### src/rtl/spa_pkg.sv
// Shared types and constants of the segment placement allocator.
// Used by every module of the block; depends on nothing.
package spa_pkg;

  localparam int NUM_SLOTS_DEF = 16;
  localparam int SIZE_BITS_DEF = 40;
  localparam int SLOT_W = 4;
  localparam int AMT_W = 40;
  localparam int MED_W = 3;
  localparam int LAT_W = 32;
  localparam int RR_W = 32;

  typedef enum logic [1:0] {
    OP_REG     = 2'd0,
    OP_UNREG   = 2'd1,
    OP_ALLOC   = 2'd2,
    OP_DEALLOC = 2'd3
  } op_t;

  typedef enum logic [2:0] {
    ST_OK        = 3'd0,
    ST_EXISTS    = 3'd1,
    ST_NOT_FOUND = 3'd2,
    ST_BAD_SIZE  = 3'd3,
    ST_NO_SPACE  = 3'd4,
    ST_INTERNAL  = 3'd5
  } status_t;

  typedef enum logic [1:0] {
    POL_CAP = 2'd0,
    POL_LAT = 2'd1,
    POL_RR  = 2'd2,
    POL_LOC = 2'd3
  } policy_t;

  typedef enum logic [1:0] {
    CH_PREF = 2'd0,
    CH_MED  = 2'd1,
    CH_CAP  = 2'd2,
    CH_LAT  = 2'd3
  } ch_sel_t;

  typedef struct packed {
    logic    load;
    logic    reg_wr;
    logic    unreg;
    logic    rd_slot;
    logic    dealloc_wr;
    logic    scan_clr;
    logic    scan_rd;
    logic    pass2;
    logic    ch_load;
    ch_sel_t ch_sel;
    logic    div_start;
    logic    rr_inc;
    logic    rd_chosen;
    logic    alloc_wr;
    logic    res_load;
    status_t res_code;
    logic    res_alloc;
  } cmd_t;

  typedef struct packed {
    op_t     op;
    logic    in_table;
    logic    slot_valid;
    logic    size_zero;
    logic    used_ge;
    logic    pref_hit;
    logic    med_hit;
    logic    any_ok;
    policy_t policy;
    logic    cap_found;
    logic    lat_found;
    logic    cnt_zero;
    logic    cnt_last;
    logic    div_done;
  } stat_t;

endpackage

### src/rtl/spa_rr_mod.sv
// Bit-serial remainder unit for the round robin pick.
// Depends on spa_pkg for the counter width.
module spa_rr_mod #(
  parameter int CNT_W = 5
) (
  input  logic                       clk,
  input  logic                       rst,
  input  logic                       start,
  input  logic [spa_pkg::RR_W-1:0]   dividend,
  input  logic [CNT_W-1:0]           divisor,
  output logic                       done,
  output logic [CNT_W-1:0]           rem
);

  localparam int BW = $clog2(spa_pkg::RR_W);

  logic          run;
  logic [BW-1:0] bit_cnt;
  logic [spa_pkg::RR_W-1:0] shreg;
  logic [CNT_W:0] trial;
  logic [CNT_W:0] dvs;

  assign trial = {rem, shreg[spa_pkg::RR_W-1]};
  assign dvs = {1'b0, divisor};

  always_ff @(posedge clk) begin
    if (rst) begin
      run <= 1'b0;
      done <= 1'b0;
    end else begin
      done <= 1'b0;
      if (start) begin
        run <= 1'b1;
        bit_cnt <= '0;
        shreg <= dividend;
        rem <= '0;
      end else if (run) begin
        shreg <= shreg << 1;
        rem <= (trial >= dvs) ? CNT_W'(trial - dvs) : CNT_W'(trial);
        bit_cnt <= bit_cnt + 1'b1;
        if (bit_cnt == BW'(spa_pkg::RR_W - 1)) begin
          run <= 1'b0;
          done <= 1'b1;
        end
      end
    end
  end

endmodule

### src/rtl/spa_datapath.sv
// Datapath: slot table memory, valid flags, scan accumulators and result registers.
// Depends on spa_pkg and spa_rr_mod.
module spa_datapath #(
  parameter int NUM_SLOTS = spa_pkg::NUM_SLOTS_DEF,
  parameter int SIZE_BITS = spa_pkg::SIZE_BITS_DEF
) (
  input  logic                       clk,
  input  logic                       rst,
  input  spa_pkg::cmd_t              cmd,
  output spa_pkg::stat_t             stat,
  input  logic [1:0]                 opcode,
  input  logic [spa_pkg::SLOT_W-1:0] slot,
  input  logic [spa_pkg::AMT_W-1:0]  amount,
  input  logic [spa_pkg::MED_W-1:0]  medium_req,
  input  logic [spa_pkg::LAT_W-1:0]  access_lat,
  input  logic [1:0]                 policy,
  input  logic [spa_pkg::SLOT_W-1:0] pref_slot,
  input  logic                       pref_slot_valid,
  input  logic [spa_pkg::MED_W-1:0]  pref_medium,
  input  logic                       pref_medium_valid,
  input  logic                       any_medium_ok,
  output logic                       done,
  output logic [2:0]                 status,
  output logic [spa_pkg::SLOT_W-1:0] chosen_slot,
  output logic [spa_pkg::AMT_W-1:0]  offset,
  output logic [spa_pkg::MED_W-1:0]  chosen_medium
);

  localparam int IDX_W = $clog2(NUM_SLOTS);
  localparam int CNT_W = $clog2(NUM_SLOTS + 1);

  logic [1:0]                 op_q;
  logic [spa_pkg::SLOT_W-1:0] slot_q;
  logic [SIZE_BITS-1:0]       amt_q;
  logic [spa_pkg::MED_W-1:0]  med_q;
  logic [spa_pkg::LAT_W-1:0]  lat_q;
  logic [1:0]                 pol_q;
  logic [spa_pkg::SLOT_W-1:0] pslot_q;
  logic                       pslot_v_q;
  logic [spa_pkg::MED_W-1:0]  pmed_q;
  logic                       pmed_v_q;
  logic                       any_q;

  logic [NUM_SLOTS-1:0]       valid;
  logic [SIZE_BITS-1:0]       mem_cap [NUM_SLOTS];
  logic [SIZE_BITS-1:0]       mem_used [NUM_SLOTS];
  logic [spa_pkg::MED_W-1:0]  mem_med [NUM_SLOTS];
  logic [spa_pkg::LAT_W-1:0]  mem_lat [NUM_SLOTS];

  logic [SIZE_BITS-1:0]       rd_cap;
  logic [SIZE_BITS-1:0]       rd_used;
  logic [spa_pkg::MED_W-1:0]  rd_med;
  logic [spa_pkg::LAT_W-1:0]  rd_lat;
  logic [IDX_W-1:0]           rd_idx;
  logic                       scan_act;
  logic                       scan_p2;

  logic [IDX_W-1:0]           cnt;
  logic [IDX_W-1:0]           raddr;
  logic                       rd_en;
  logic [IDX_W-1:0]           slot_idx;
  logic                       in_table;
  logic [SIZE_BITS-1:0]       free_sp;
  logic                       fit;

  logic                       pref_hit;
  logic                       med_hit;
  logic [IDX_W-1:0]           med_idx;
  logic [CNT_W-1:0]           fit_cnt;
  logic                       cap_found;
  logic [IDX_W-1:0]           cap_idx;
  logic [SIZE_BITS-1:0]       max_free;
  logic                       lat_found;
  logic [IDX_W-1:0]           lat_idx;
  logic [spa_pkg::LAT_W-1:0]  min_lat;
  logic [CNT_W-1:0]           k;
  logic                       rr_found;
  logic [CNT_W-1:0]           pick;
  logic                       div_done;
  logic [IDX_W-1:0]           chosen;
  logic [spa_pkg::RR_W-1:0]   rr;

  assign slot_idx = IDX_W'(slot_q);
  assign in_table = 32'(slot_q) < NUM_SLOTS;
  assign free_sp = (rd_used > rd_cap) ? '0 : rd_cap - rd_used;
  assign fit = valid[rd_idx] && (free_sp >= amt_q);
  assign rd_en = cmd.rd_slot | cmd.scan_rd | cmd.rd_chosen;

  always_comb begin
    raddr = cnt;
    if (cmd.rd_slot) begin
      raddr = slot_idx;
    end else if (cmd.rd_chosen) begin
      raddr = chosen;
    end
  end

  always_ff @(posedge clk) begin
    if (cmd.load) begin
      op_q <= opcode;
      slot_q <= slot;
      amt_q <= SIZE_BITS'(amount);
      med_q <= medium_req;
      lat_q <= access_lat;
      pol_q <= policy;
      pslot_q <= pref_slot;
      pslot_v_q <= pref_slot_valid;
      pmed_q <= pref_medium;
      pmed_v_q <= pref_medium_valid;
      any_q <= any_medium_ok;
    end
  end

  always_ff @(posedge clk) begin
    if (rst) begin
      valid <= '0;
    end else if (cmd.reg_wr) begin
      valid[slot_idx] <= 1'b1;
    end else if (cmd.unreg) begin
      valid[slot_idx] <= 1'b0;
    end
  end

  always_ff @(posedge clk) begin
    if (cmd.reg_wr) begin
      mem_cap[slot_idx] <= amt_q;
      mem_used[slot_idx] <= '0;
      mem_med[slot_idx] <= med_q;
      mem_lat[slot_idx] <= lat_q;
    end else if (cmd.dealloc_wr) begin
      mem_used[slot_idx] <= rd_used - amt_q;
    end else if (cmd.alloc_wr) begin
      mem_used[chosen] <= rd_used + amt_q;
    end
    if (rd_en) begin
      rd_cap <= mem_cap[raddr];
      rd_used <= mem_used[raddr];
      rd_med <= mem_med[raddr];
      rd_lat <= mem_lat[raddr];
    end
    rd_idx <= cnt;
  end

  always_ff @(posedge clk) begin
    if (rst) begin
      scan_act <= 1'b0;
      scan_p2 <= 1'b0;
    end else begin
      scan_act <= cmd.scan_rd;
      scan_p2 <= cmd.pass2;
    end
  end

  always_ff @(posedge clk) begin
    if (cmd.scan_clr) begin
      cnt <= '0;
      k <= '0;
      rr_found <= 1'b0;
      if (!cmd.pass2) begin
        pref_hit <= 1'b0;
        med_hit <= 1'b0;
        fit_cnt <= '0;
        cap_found <= 1'b0;
        lat_found <= 1'b0;
      end
    end else if (cmd.scan_rd) begin
      cnt <= cnt + 1'b1;
    end
    if (cmd.ch_load) begin
      case (cmd.ch_sel)
        spa_pkg::CH_PREF: chosen <= IDX_W'(pslot_q);
        spa_pkg::CH_MED:  chosen <= med_idx;
        spa_pkg::CH_CAP:  chosen <= cap_idx;
        spa_pkg::CH_LAT:  chosen <= lat_idx;
        default:          chosen <= cap_idx;
      endcase
    end
    if (scan_act && fit) begin
      if (!scan_p2) begin
        if (pslot_v_q && (32'(rd_idx) == 32'(pslot_q))) begin
          pref_hit <= 1'b1;
        end
        if (pmed_v_q && !med_hit && (rd_med == pmed_q)) begin
          med_hit <= 1'b1;
          med_idx <= rd_idx;
        end
        fit_cnt <= fit_cnt + 1'b1;
        if (!cap_found || (free_sp > max_free)) begin
          cap_found <= 1'b1;
          cap_idx <= rd_idx;
          max_free <= free_sp;
        end
        if (!lat_found || (rd_lat < min_lat)) begin
          lat_found <= 1'b1;
          lat_idx <= rd_idx;
          min_lat <= rd_lat;
        end
      end else if (!rr_found) begin
        if (k == pick) begin
          rr_found <= 1'b1;
          chosen <= rd_idx;
        end
        k <= k + 1'b1;
      end
    end
  end

  always_ff @(posedge clk) begin
    if (rst) begin
      rr <= '0;
    end else if (cmd.rr_inc) begin
      rr <= rr + 1'b1;
    end
  end

  spa_rr_mod #(
    .CNT_W(CNT_W)
  ) u_rr_mod (
    .clk(clk),
    .rst(rst),
    .start(cmd.div_start),
    .dividend(rr),
    .divisor(fit_cnt),
    .done(div_done),
    .rem(pick)
  );

  always_ff @(posedge clk) begin
    if (rst) begin
      done <= 1'b0;
    end else begin
      done <= cmd.res_load;
    end
  end

  always_ff @(posedge clk) begin
    if (cmd.res_load) begin
      status <= cmd.res_code;
      if (cmd.res_alloc) begin
        chosen_slot <= spa_pkg::SLOT_W'(chosen);
        offset <= spa_pkg::AMT_W'(rd_used);
        chosen_medium <= rd_med;
      end else begin
        chosen_slot <= '0;
        offset <= '0;
        chosen_medium <= '0;
      end
    end
  end

  always_comb begin
    stat.op = spa_pkg::op_t'(op_q);
    stat.in_table = in_table;
    stat.slot_valid = in_table && valid[slot_idx];
    stat.size_zero = (amt_q == '0);
    stat.used_ge = (rd_used >= amt_q);
    stat.pref_hit = pref_hit;
    stat.med_hit = med_hit;
    stat.any_ok = any_q;
    stat.policy = spa_pkg::policy_t'(pol_q);
    stat.cap_found = cap_found;
    stat.lat_found = lat_found;
    stat.cnt_zero = (fit_cnt == '0);
    stat.cnt_last = (cnt == IDX_W'(NUM_SLOTS - 1));
    stat.div_done = div_done;
  end

endmodule

### src/rtl/spa_ctrl.sv
// Controller state machine that sequences each transaction through the datapath.
// Depends on spa_pkg for the command and status structs.
module spa_ctrl (
  input  logic           clk,
  input  logic           rst,
  input  logic           start,
  input  spa_pkg::stat_t stat,
  output spa_pkg::cmd_t  cmd,
  output logic           busy
);

  typedef enum logic [10:0] {
    S_IDLE      = 11'b00000000001,
    S_DISPATCH  = 11'b00000000010,
    S_DEAL_WAIT = 11'b00000000100,
    S_SCAN      = 11'b00000001000,
    S_DRAIN     = 11'b00000010000,
    S_DECIDE    = 11'b00000100000,
    S_DIV       = 11'b00001000000,
    S_SCAN2     = 11'b00010000000,
    S_DRAIN2    = 11'b00100000000,
    S_FETCH     = 11'b01000000000,
    S_ALLOC_WR  = 11'b10000000000
  } state_t;

  state_t state;
  state_t state_next;

  assign busy = (state != S_IDLE);

  always_ff @(posedge clk) begin
    if (rst) begin
      state <= S_IDLE;
    end else begin
      state <= state_next;
    end
  end

  always_comb begin
    cmd = '0;
    state_next = state;
    case (state)
      S_IDLE: begin
        if (start) begin
          cmd.load = 1'b1;
          state_next = S_DISPATCH;
        end
      end
      S_DISPATCH: begin
        case (stat.op)
          spa_pkg::OP_REG: begin
            cmd.res_load = 1'b1;
            state_next = S_IDLE;
            if (!stat.in_table) begin
              cmd.res_code = spa_pkg::ST_NOT_FOUND;
            end else if (stat.slot_valid) begin
              cmd.res_code = spa_pkg::ST_EXISTS;
            end else begin
              cmd.reg_wr = 1'b1;
              cmd.res_code = spa_pkg::ST_OK;
            end
          end
          spa_pkg::OP_UNREG: begin
            cmd.res_load = 1'b1;
            state_next = S_IDLE;
            if (!stat.slot_valid) begin
              cmd.res_code = spa_pkg::ST_NOT_FOUND;
            end else begin
              cmd.unreg = 1'b1;
              cmd.res_code = spa_pkg::ST_OK;
            end
          end
          spa_pkg::OP_DEALLOC: begin
            if (!stat.slot_valid) begin
              cmd.res_load = 1'b1;
              cmd.res_code = spa_pkg::ST_NOT_FOUND;
              state_next = S_IDLE;
            end else begin
              cmd.rd_slot = 1'b1;
              state_next = S_DEAL_WAIT;
            end
          end
          default: begin
            if (stat.size_zero) begin
              cmd.res_load = 1'b1;
              cmd.res_code = spa_pkg::ST_BAD_SIZE;
              state_next = S_IDLE;
            end else begin
              cmd.scan_clr = 1'b1;
              state_next = S_SCAN;
            end
          end
        endcase
      end
      S_DEAL_WAIT: begin
        cmd.res_load = 1'b1;
        state_next = S_IDLE;
        if (stat.used_ge) begin
          cmd.dealloc_wr = 1'b1;
          cmd.res_code = spa_pkg::ST_OK;
        end else begin
          cmd.res_code = spa_pkg::ST_INTERNAL;
        end
      end
      S_SCAN: begin
        cmd.scan_rd = 1'b1;
        if (stat.cnt_last) begin
          state_next = S_DRAIN;
        end
      end
      S_DRAIN: begin
        state_next = S_DECIDE;
      end
      S_DECIDE: begin
        if (stat.pref_hit) begin
          cmd.ch_load = 1'b1;
          cmd.ch_sel = spa_pkg::CH_PREF;
          state_next = S_FETCH;
        end else if (stat.med_hit) begin
          cmd.ch_load = 1'b1;
          cmd.ch_sel = spa_pkg::CH_MED;
          state_next = S_FETCH;
        end else if (!stat.any_ok) begin
          cmd.res_load = 1'b1;
          cmd.res_code = spa_pkg::ST_NOT_FOUND;
          state_next = S_IDLE;
        end else if (stat.policy == spa_pkg::POL_RR) begin
          if (stat.cnt_zero) begin
            cmd.res_load = 1'b1;
            cmd.res_code = spa_pkg::ST_NO_SPACE;
            state_next = S_IDLE;
          end else begin
            cmd.div_start = 1'b1;
            state_next = S_DIV;
          end
        end else if (stat.policy == spa_pkg::POL_LAT) begin
          if (stat.lat_found) begin
            cmd.ch_load = 1'b1;
            cmd.ch_sel = spa_pkg::CH_LAT;
            state_next = S_FETCH;
          end else begin
            cmd.res_load = 1'b1;
            cmd.res_code = spa_pkg::ST_NO_SPACE;
            state_next = S_IDLE;
          end
        end else begin
          if (stat.cap_found) begin
            cmd.ch_load = 1'b1;
            cmd.ch_sel = spa_pkg::CH_CAP;
            state_next = S_FETCH;
          end else begin
            cmd.res_load = 1'b1;
            cmd.res_code = spa_pkg::ST_NO_SPACE;
            state_next = S_IDLE;
          end
        end
      end
      S_DIV: begin
        if (stat.div_done) begin
          cmd.scan_clr = 1'b1;
          cmd.pass2 = 1'b1;
          cmd.rr_inc = 1'b1;
          state_next = S_SCAN2;
        end
      end
      S_SCAN2: begin
        cmd.scan_rd = 1'b1;
        cmd.pass2 = 1'b1;
        if (stat.cnt_last) begin
          state_next = S_DRAIN2;
        end
      end
      S_DRAIN2: begin
        state_next = S_FETCH;
      end
      S_FETCH: begin
        cmd.rd_chosen = 1'b1;
        state_next = S_ALLOC_WR;
      end
      S_ALLOC_WR: begin
        cmd.alloc_wr = 1'b1;
        cmd.res_load = 1'b1;
        cmd.res_alloc = 1'b1;
        cmd.res_code = spa_pkg::ST_OK;
        state_next = S_IDLE;
      end
      default: begin
        state_next = S_IDLE;
      end
    endcase
  end

endmodule

### src/rtl/segment_placement_allocator_unit.sv
// Top level of the segment placement allocator: controller plus datapath.
// Depends on spa_pkg, spa_ctrl and spa_datapath.
//
// A transaction is accepted when start is high while busy is low, and its single result
// appears for one cycle with done high; the receiver cannot stall it. Allocate walks the
// slot table once through the single read port of the table memory; round robin adds
// the bit-serial remainder and a second table walk. A new transaction can start in the
// cycle done is high.
module segment_placement_allocator_unit #(
  parameter int NUM_SLOTS = spa_pkg::NUM_SLOTS_DEF,
  parameter int SIZE_BITS = spa_pkg::SIZE_BITS_DEF
) (
  input  logic                       clk,
  input  logic                       rst,
  input  logic                       start,
  output logic                       busy,
  input  logic [1:0]                 opcode,
  input  logic [spa_pkg::SLOT_W-1:0] slot,
  input  logic [spa_pkg::AMT_W-1:0]  amount,
  input  logic [spa_pkg::MED_W-1:0]  medium_req,
  input  logic [spa_pkg::LAT_W-1:0]  access_lat,
  input  logic [1:0]                 policy,
  input  logic [spa_pkg::SLOT_W-1:0] pref_slot,
  input  logic                       pref_slot_valid,
  input  logic [spa_pkg::MED_W-1:0]  pref_medium,
  input  logic                       pref_medium_valid,
  input  logic                       any_medium_ok,
  output logic                       done,
  output logic [2:0]                 status,
  output logic [spa_pkg::SLOT_W-1:0] chosen_slot,
  output logic [spa_pkg::AMT_W-1:0]  offset,
  output logic [spa_pkg::MED_W-1:0]  chosen_medium
);

  spa_pkg::cmd_t  cmd;
  spa_pkg::stat_t stat;

  spa_ctrl u_ctrl (
    .clk(clk),
    .rst(rst),
    .start(start),
    .stat(stat),
    .cmd(cmd),
    .busy(busy)
  );

  spa_datapath #(
    .NUM_SLOTS(NUM_SLOTS),
    .SIZE_BITS(SIZE_BITS)
  ) u_datapath (
    .clk(clk),
    .rst(rst),
    .cmd(cmd),
    .stat(stat),
    .opcode(opcode),
    .slot(slot),
    .amount(amount),
    .medium_req(medium_req),
    .access_lat(access_lat),
    .policy(policy),
    .pref_slot(pref_slot),
    .pref_slot_valid(pref_slot_valid),
    .pref_medium(pref_medium),
    .pref_medium_valid(pref_medium_valid),
    .any_medium_ok(any_medium_ok),
    .done(done),
    .status(status),
    .chosen_slot(chosen_slot),
    .offset(offset),
    .chosen_medium(chosen_medium)
  );

  a_done_follows_work: assert property (@(posedge clk) disable iff (rst)
    done |-> $past(busy))
    else $error("Result strobe without a transaction in progress.");

  a_accept_goes_busy: assert property (@(posedge clk) disable iff (rst)
    (start && !busy) |=> busy)
    else $error("Accepted transaction did not raise busy.");

  a_fail_fields_zero: assert property (@(posedge clk) disable iff (rst)
    (done && (status != spa_pkg::ST_OK)) |->
      ((chosen_slot == '0) && (offset == '0) && (chosen_medium == '0)))
    else $error("Failed transaction reported a placement.");

endmodule
### config.mk
export PLATFORM = sky130hd
export DESIGN_NAME = segment_placement_allocator_unit
export DESIGN_NICKNAME = d
export VERILOG_FILES = /design/src/rtl/spa_pkg.sv /design/src/rtl/spa_rr_mod.sv /design/src/rtl/spa_datapath.sv /design/src/rtl/spa_ctrl.sv /design/src/rtl/segment_placement_allocator_unit.sv
export SDC_FILE = /design/constraint.sdc
export NUM_CORES = 2
export LEC_CHECK = 0
export BUFFER_PORTS_ARGS = -buffer_cell sky130_fd_sc_hd__buf_2
export CAP_MARGIN = 20
export CELL_PAD_IN_SITES_DETAIL_PLACEMENT = 2
export CELL_PAD_IN_SITES_GLOBAL_PLACEMENT = 2
export CORE_MARGIN = 3
export CORE_UTILIZATION = 48
export DETAILED_ROUTE_END_ITERATION = 7
export GPL_TIMING_DRIVEN = 0
export PLACE_DENSITY = 0.9
export SLEW_MARGIN = 20
export SYNTH_ARGS = -nofsm -noshare
export SYNTH_HDL_FRONTEND = slang
export SYNTH_SLANG_ARGS = --single-unit
### constraint.sdc
create_clock -name clk -period 9.9 [get_ports clk]
set_input_delay 0.99 -clock clk [delete_from_list [all_inputs] [get_ports clk]]
set_output_delay 0.99 -clock clk [all_outputs]
set_load 0.01 [all_outputs]
==> summary.md, run 1 <==
| Metric | Value |
|---|---|
| Outcome | `did not finish` |
| Exit stage | `global routing (5_1_grt)` |
| First Err | `[ERROR GRT-0232] Routing congestion too high. Check the congestion heatmap in the GUI.` |
| Hold-fix buffers, CTS | `0` |
| Num ports | `between 100 and 150` |
| Cts bufs inserted | `240` |
| Synth Flop Type | `edfxtp_1` |
| Post-synth EDFFs | `2224` |
| Synth Net Count | `between 8000 and 9000` |
| Gr usage total | `67.9%` |
| GR repair worst EP | `u_datapath.min_lat[0]$_DFFE_PP_/DE` |
| Pin count of the biggest net entering global routing | `57` |
| Number of antenna violations at the first check in global routing | `105` |
| Die X-Extent | `about 460 um` |
| Buffers on Ports | `146` |
| #FFs+latches synth | `2315` |
| Synth warn | `0` |
| Placed instance area | `around 0.11 mm^2` |
| Sequential cell area fraction in the yosys report | `about 69%` |
| Remaining global-route overflow | `just over 80` |
| Synth Instances | `slightly above 8000` |
| Placer Congestion | `~0.93` |
| CTS sink cnt | `approximately 2300` |
| CTS Buffer Depth | `3` |
| Hpwl dp | `310000 um` |
| Starting density of the core | `48.6%` |
| Clock root buffer | `clkbuf_16` |
| CTS H-tree lvls | `4` |
| Rows | `166` |
| FFs w/ async S/R, synth | `0%` |
| Synth unique cells | `81` |
| Mean area per synthesized cell | `between 10 and 15 um^2` |
| Post-synth design cell area | `0.100 mm^2` |
| Worst ep type | `sequential cell input` |
| Die height | `462 um` |
| Placed Cells | `11200` |
-- synthesized netlist by cell type (all sizes together) (28+ instances only) --
cell | count | area share (%)
a21o | 80 | 0.60
a21oi | 233 | 1.2
buf | 290 | 2.4
clkbuf | 145 | 0.54
dfxtp | 91 | 1.8
edfxtp | 2224 | 67
ha | 242 | 3.0
inv | 246 | 0.92
nand2 | 2518 | 9.5
nand2b | 29 | 0.18
nand3 | 519 | 2.6
nand4 | 158 | 1.0
nor2 | 267 | 1.0
nor2b | 28 | 0.18
nor3 | 34 | 0.18
o211ai | 478 | 3.6
o21ai | 130 | 0.65
xnor2 | 30 | 0.26
xor2 | 44 | 0.39
-- logic make-up after synthesis --
kind of cell	share of synthesized area, %
AO/OA/AOI/OAI	7.85
flip-flops	68.6
adder cells (fa/ha/maj)	3.11
buffers and inverters	3.88
AND/OR/NAND/NOR	15.5
multiplexers	0.427
XOR/XNOR	0.648
-- through the flow --
stage	setup WS [ps]	setup TNS, ps
after floorplan	3120	0
after global placement	-1480	-238400
after detailed placement	-130	-3170
after CTS	112	0
-- metal layers --
metal | global-route usage (%) | overflow
met4 | 67.3 | 36
met5 | 29.5 | 0
met2 | 85.3 | 43
met1 | 67.8 | 2
met3 | 50.6 | 1
-- repair_timing --
action / in CTS
setup buffers: 0
pin swaps: 1
endpoints found under the setup margin: 77
gates cloned: 1
gates resized for setup: 4
==> run 2, diff against run 1 <==
--- a/config.mk
+++ b/config.mk
@@ -7,13 +7,11 @@
 export LEC_CHECK = 0
 export BUFFER_PORTS_ARGS = -buffer_cell sky130_fd_sc_hd__buf_2
 export CAP_MARGIN = 20
-export CELL_PAD_IN_SITES_DETAIL_PLACEMENT = 2
-export CELL_PAD_IN_SITES_GLOBAL_PLACEMENT = 2
 export CORE_MARGIN = 3
-export CORE_UTILIZATION = 48
+export CORE_UTILIZATION = 40
 export DETAILED_ROUTE_END_ITERATION = 7
 export GPL_TIMING_DRIVEN = 0
-export PLACE_DENSITY = 0.9
+export PLACE_DENSITY_LB_ADDON = 0.15
 export SLEW_MARGIN = 20
 export SYNTH_ARGS = -nofsm -noshare
 export SYNTH_HDL_FRONTEND = slang
==> summary.md, run 2 <==
| Metric | Value |
|---|---|
| Final nets | `~9000` |
| Critical Path AT | `a little under 10000 ps` |
| Mean area per synthesized cell | `roughly 12 um^2` |
| Pwr per Cell Area | `about 180 mW/mm^2` |
| Clock Skews | `between 70 and 80 ps` |
| Reported max-cap violation count | `0` |
| DRT antenna net count | `0` |
| Unrepaired setup endpoints after global routing | `false` |
| Top delay family on crit path | `compound AO/OA/AOI/OAI gates` |
| CTS sink cnt | `about 2300` |
| Fmax | `roughly 110 MHz` |
| Num ports | `approximately 150` |
| Final WS setup | `~830 ps` |
| Starting density of the core | `around 40%` |
| Post-synth design cell area | `~0.10 mm^2` |
| Synth Flop Type | `edfxtp_1` |
| Pin count of the biggest net entering global routing | `between 50 and 60` |
| Crit-path max FO | `24` |
| Synth area leader | `edfxtp_1` |
| Pre-antenna DRT Iters | `6` |
| Synth Net Count | `around 8500` |
| Synth Instances | `between 8000 and 9000` |
| Die X-Extent | `between 500 and 600 um` |
| Die Area | `0.256 mm^2` |
| Outcome | `complete, no violations` |
| Hpwl dp | `around 230000 um` |
| Leakage Power | `approximately 43 nW` |
| Cts repair resizes | `0` |
| Req. time, crit path | `10480 ps` |
| Final setup vio count | `0` |
| Number of global-route vias before repair | `approximately 64000` |
| Commonest cells after routing, fill and taps aside | `nand2_1 (2518), edfxtp_1 (2224), nand3_1 (517), o211ai_1 (478), buf_2 (262)` |
| Clock Latency Late Sink | `a little over 900 ps` |
| Max IR drop VDD | `between 0.15 and 0.2 mV` |
| #FFs+latches synth | `2315` |
| Slew HR | `about 14%` |
| Setup crit end kind | `register` |
| Clock root buffer | `clkbuf_16` |
| Number of antenna violations at the first check in global routing | `23` |
| CTS H-tree lvls | `4` |
| Buffers on Ports | `between 100 and 150` |
| FFs w/ async S/R, synth | `0%` |
| Area growth syn-to-layout | `14.8%` |
| Placer Congestion | `roughly 0.92` |
| Design Power | `between 20 and 25 mW` |
| Top post-synthesis cells by area | `edfxtp_1 (67%), nand2_1 (9.5%), o211ai_1 (3.6%), ha_1 (3.0%), nand3_1 (2.6%)` |
| Cts bufs inserted | `approximately 240` |
| Synth unique cells | `81` |
| Setup TNS | `0 ps` |
| Share of layout cells above drive strength 1 | `between 10% and 20%` |
| Nature of the critical path startpoint | `register` |
| DR WL/cell | `between 20 and 30 um` |
| Gr usage total | `roughly a quarter` |
| Synth cell count leaders | `nand2_1 (2518), edfxtp_1 (2224), nand3_1 (518), o211ai_1 (478), nor2_1 (264)` |
| Crit-path max cell delay | `740 ps` |
| Period utilization | `between 90% and 100%` |
| Worst-Margin Slew | `1290 ps` |
| CP bufs+invs | `5` |
| Most common cell after layout, fill and taps aside | `nand2_1` |
| Crit Path Class | `register to register` |
| Vias | `roughly 68000` |
| Slew Limit Fails | `0` |
| Initial DRC Count | `8241` |
| Post-synth EDFFs | `~2200` |
| Global-route wire length before repair | `between 400000 and 500000 um` |
| Crit-path cells | `inv_1, ha_1, a21oi_1, o21ai_0, a311oi_1, o21ai_0, a221oi_1, a41oi_1, o21ai_0, a21oi_1, nor2_1, clkbuf_1, buf_1, nor2_1, ha_1, nand4_1, nor3_1, nand3_1, a21oi_1, o21bai_1, clkbuf_1, nor2_4, buf_12` |
| Vias per cell | `between 5 and 6` |
| Sequential cell area fraction in the yosys report | `around two thirds` |
| Die height | `between 500 and 600 um` |
| Worst-path clk slew | `roughly 70 ps` |
| Hold Path Class | `primary input to register` |
| Hold Fails Final Rpt | `0` |
| Rows | `about 180` |
| Hold-fix buffers, CTS | `0` |
| Fin crit period | `between 9000 and 10000 ps` |
| CP max-delay cell | `a21oi_1` |
| Most common cell in the synthesized netlist | `nand2_1` |
| Remaining global-route overflow | `0` |
| Setup bufs post-CTS | `0` |
| # DRC | `0` |
| Core Area | `between 0.2 and 0.25 mm^2` |
| Synth warn | `0` |
| Biggest regs | `u_datapath.mem_cap: 640 flops, u_datapath.mem_used: 640 flops, u_datapath.mem_lat: 512 flops` |
| CTS tree | `yes` |
| CTS Buffer Depth | `3` |
| Pre-CTS setup slack | `939 ps` |
| Wirelength, routed | `around 330000 um` |
| Post-synth top area share | `66.8%` |
==> run 2: cell counts after synthesis <==
No cell type changed its count.
==> run 2: stage by stage <==
| step | cells | util [%] | hold slack [ps] | area (um^2) |
|---|---|---|---|---|
| after detailed placement | 11700 | 43.3 | 401 | 107000 |
| after global placement | 11600 | 42.4 | 414 | 105000 |
| after floorplan | 8173 | - | 375 | 100000 |
| after global routing | 12200 | 46.4 | 200 | 115000 |
| final | 12200 | 46.4 | 260 | 115000 |
| after CTS | 12200 | 46.4 | 185 | 115000 |
==> run 2: cell families after synthesis <==
kind of cell,Yosys count,synth area share [%]
AOI/OAI and AO/OA,1149,7.85
xor gates and xnor gates,74,0.648
adders and majority gates,246,3.11
buffers and inverters,681,3.88
DFF,2315,68.6
muxes,29,0.427
and+or+nand+nor,3679,15.5
==> run 2: per-layer routing <==
metal | wire, um | up-vias | GRT usage [%]
li1 | - | 30600 | -
met1 | 145000 | 33900 | 36.3
met2 | 148000 | 2979 | 38.6
met3 | 26100 | 477 | 4.01
met4 | 11900 | 2 | 9.21
met5 | 13 | - | 0
==> run 2: final timing paths <==
| path | depth (start not counted) | to | slack [ps] | from |
|---|---|---|---|---|
| max | 23 | u_datapath.min_lat[7] | 830 | u_datapath.rd_used[19] |
| min | 1 | u_datapath.lat_q[19] | 260 | access_lat[19] |
| max reg2reg | 23 | u_datapath.min_lat[7] | 830 | u_datapath.rd_used[19] |
| min reg2reg | 0 | u_datapath.rd_idx[3] | 420 | u_datapath.cnt[3] |
==> run 2: cell type report <==
| class | instances | area [um^2] |
|---|---|---|
| Clock inverter | 136 | 1260 |
| Multi-Input combinational cell | 5177 | 27800 |
| Timing Repair Buffer | 247 | 2640 |
| Tap cell | 3312 | 4140 |
| Fill cell | 22300 | 133000 |
| Inverter | 246 | 1000 |
| Clock buffer | 302 | 6240 |
| Antenna cell | 34 | 85.1 |
| Sequential cell | 2315 | 68600 |
| Buffer | 435 | 2970 |
==> run 2: power breakdown <==
| group | switching [mW] | leakage, nW | total, mW | internal, mW |
|---|---|---|---|---|
| combinational | 0.564 | 17.9 | 0.772 | 0.207 |
| clock | 3.88 | 3.61 | 8.68 | 4.80 |
| sequential | 0.166 | 21.1 | 11.0 | 10.8 |
==> run 2: worst reg2reg max path, stage by stage (launching register included) <==
cell,delay [ps]
edfxtp_1,560
inv_1,230
ha_1,390
a21oi_1,220
o21ai_0,190
a311oi_1,380
o21ai_0,260
a221oi_1,530
a41oi_1,250
o21ai_0,260
a21oi_1,110
nor2_1,290
clkbuf_1,520
buf_1,610
nor2_1,240
ha_1,360
nand4_1,90
nor3_1,420
nand3_1,320
a21oi_1,740
o21bai_1,340
clkbuf_1,420
nor2_4,720
buf_12,300
No activity file was read; power rests on OpenSTA's default activity.
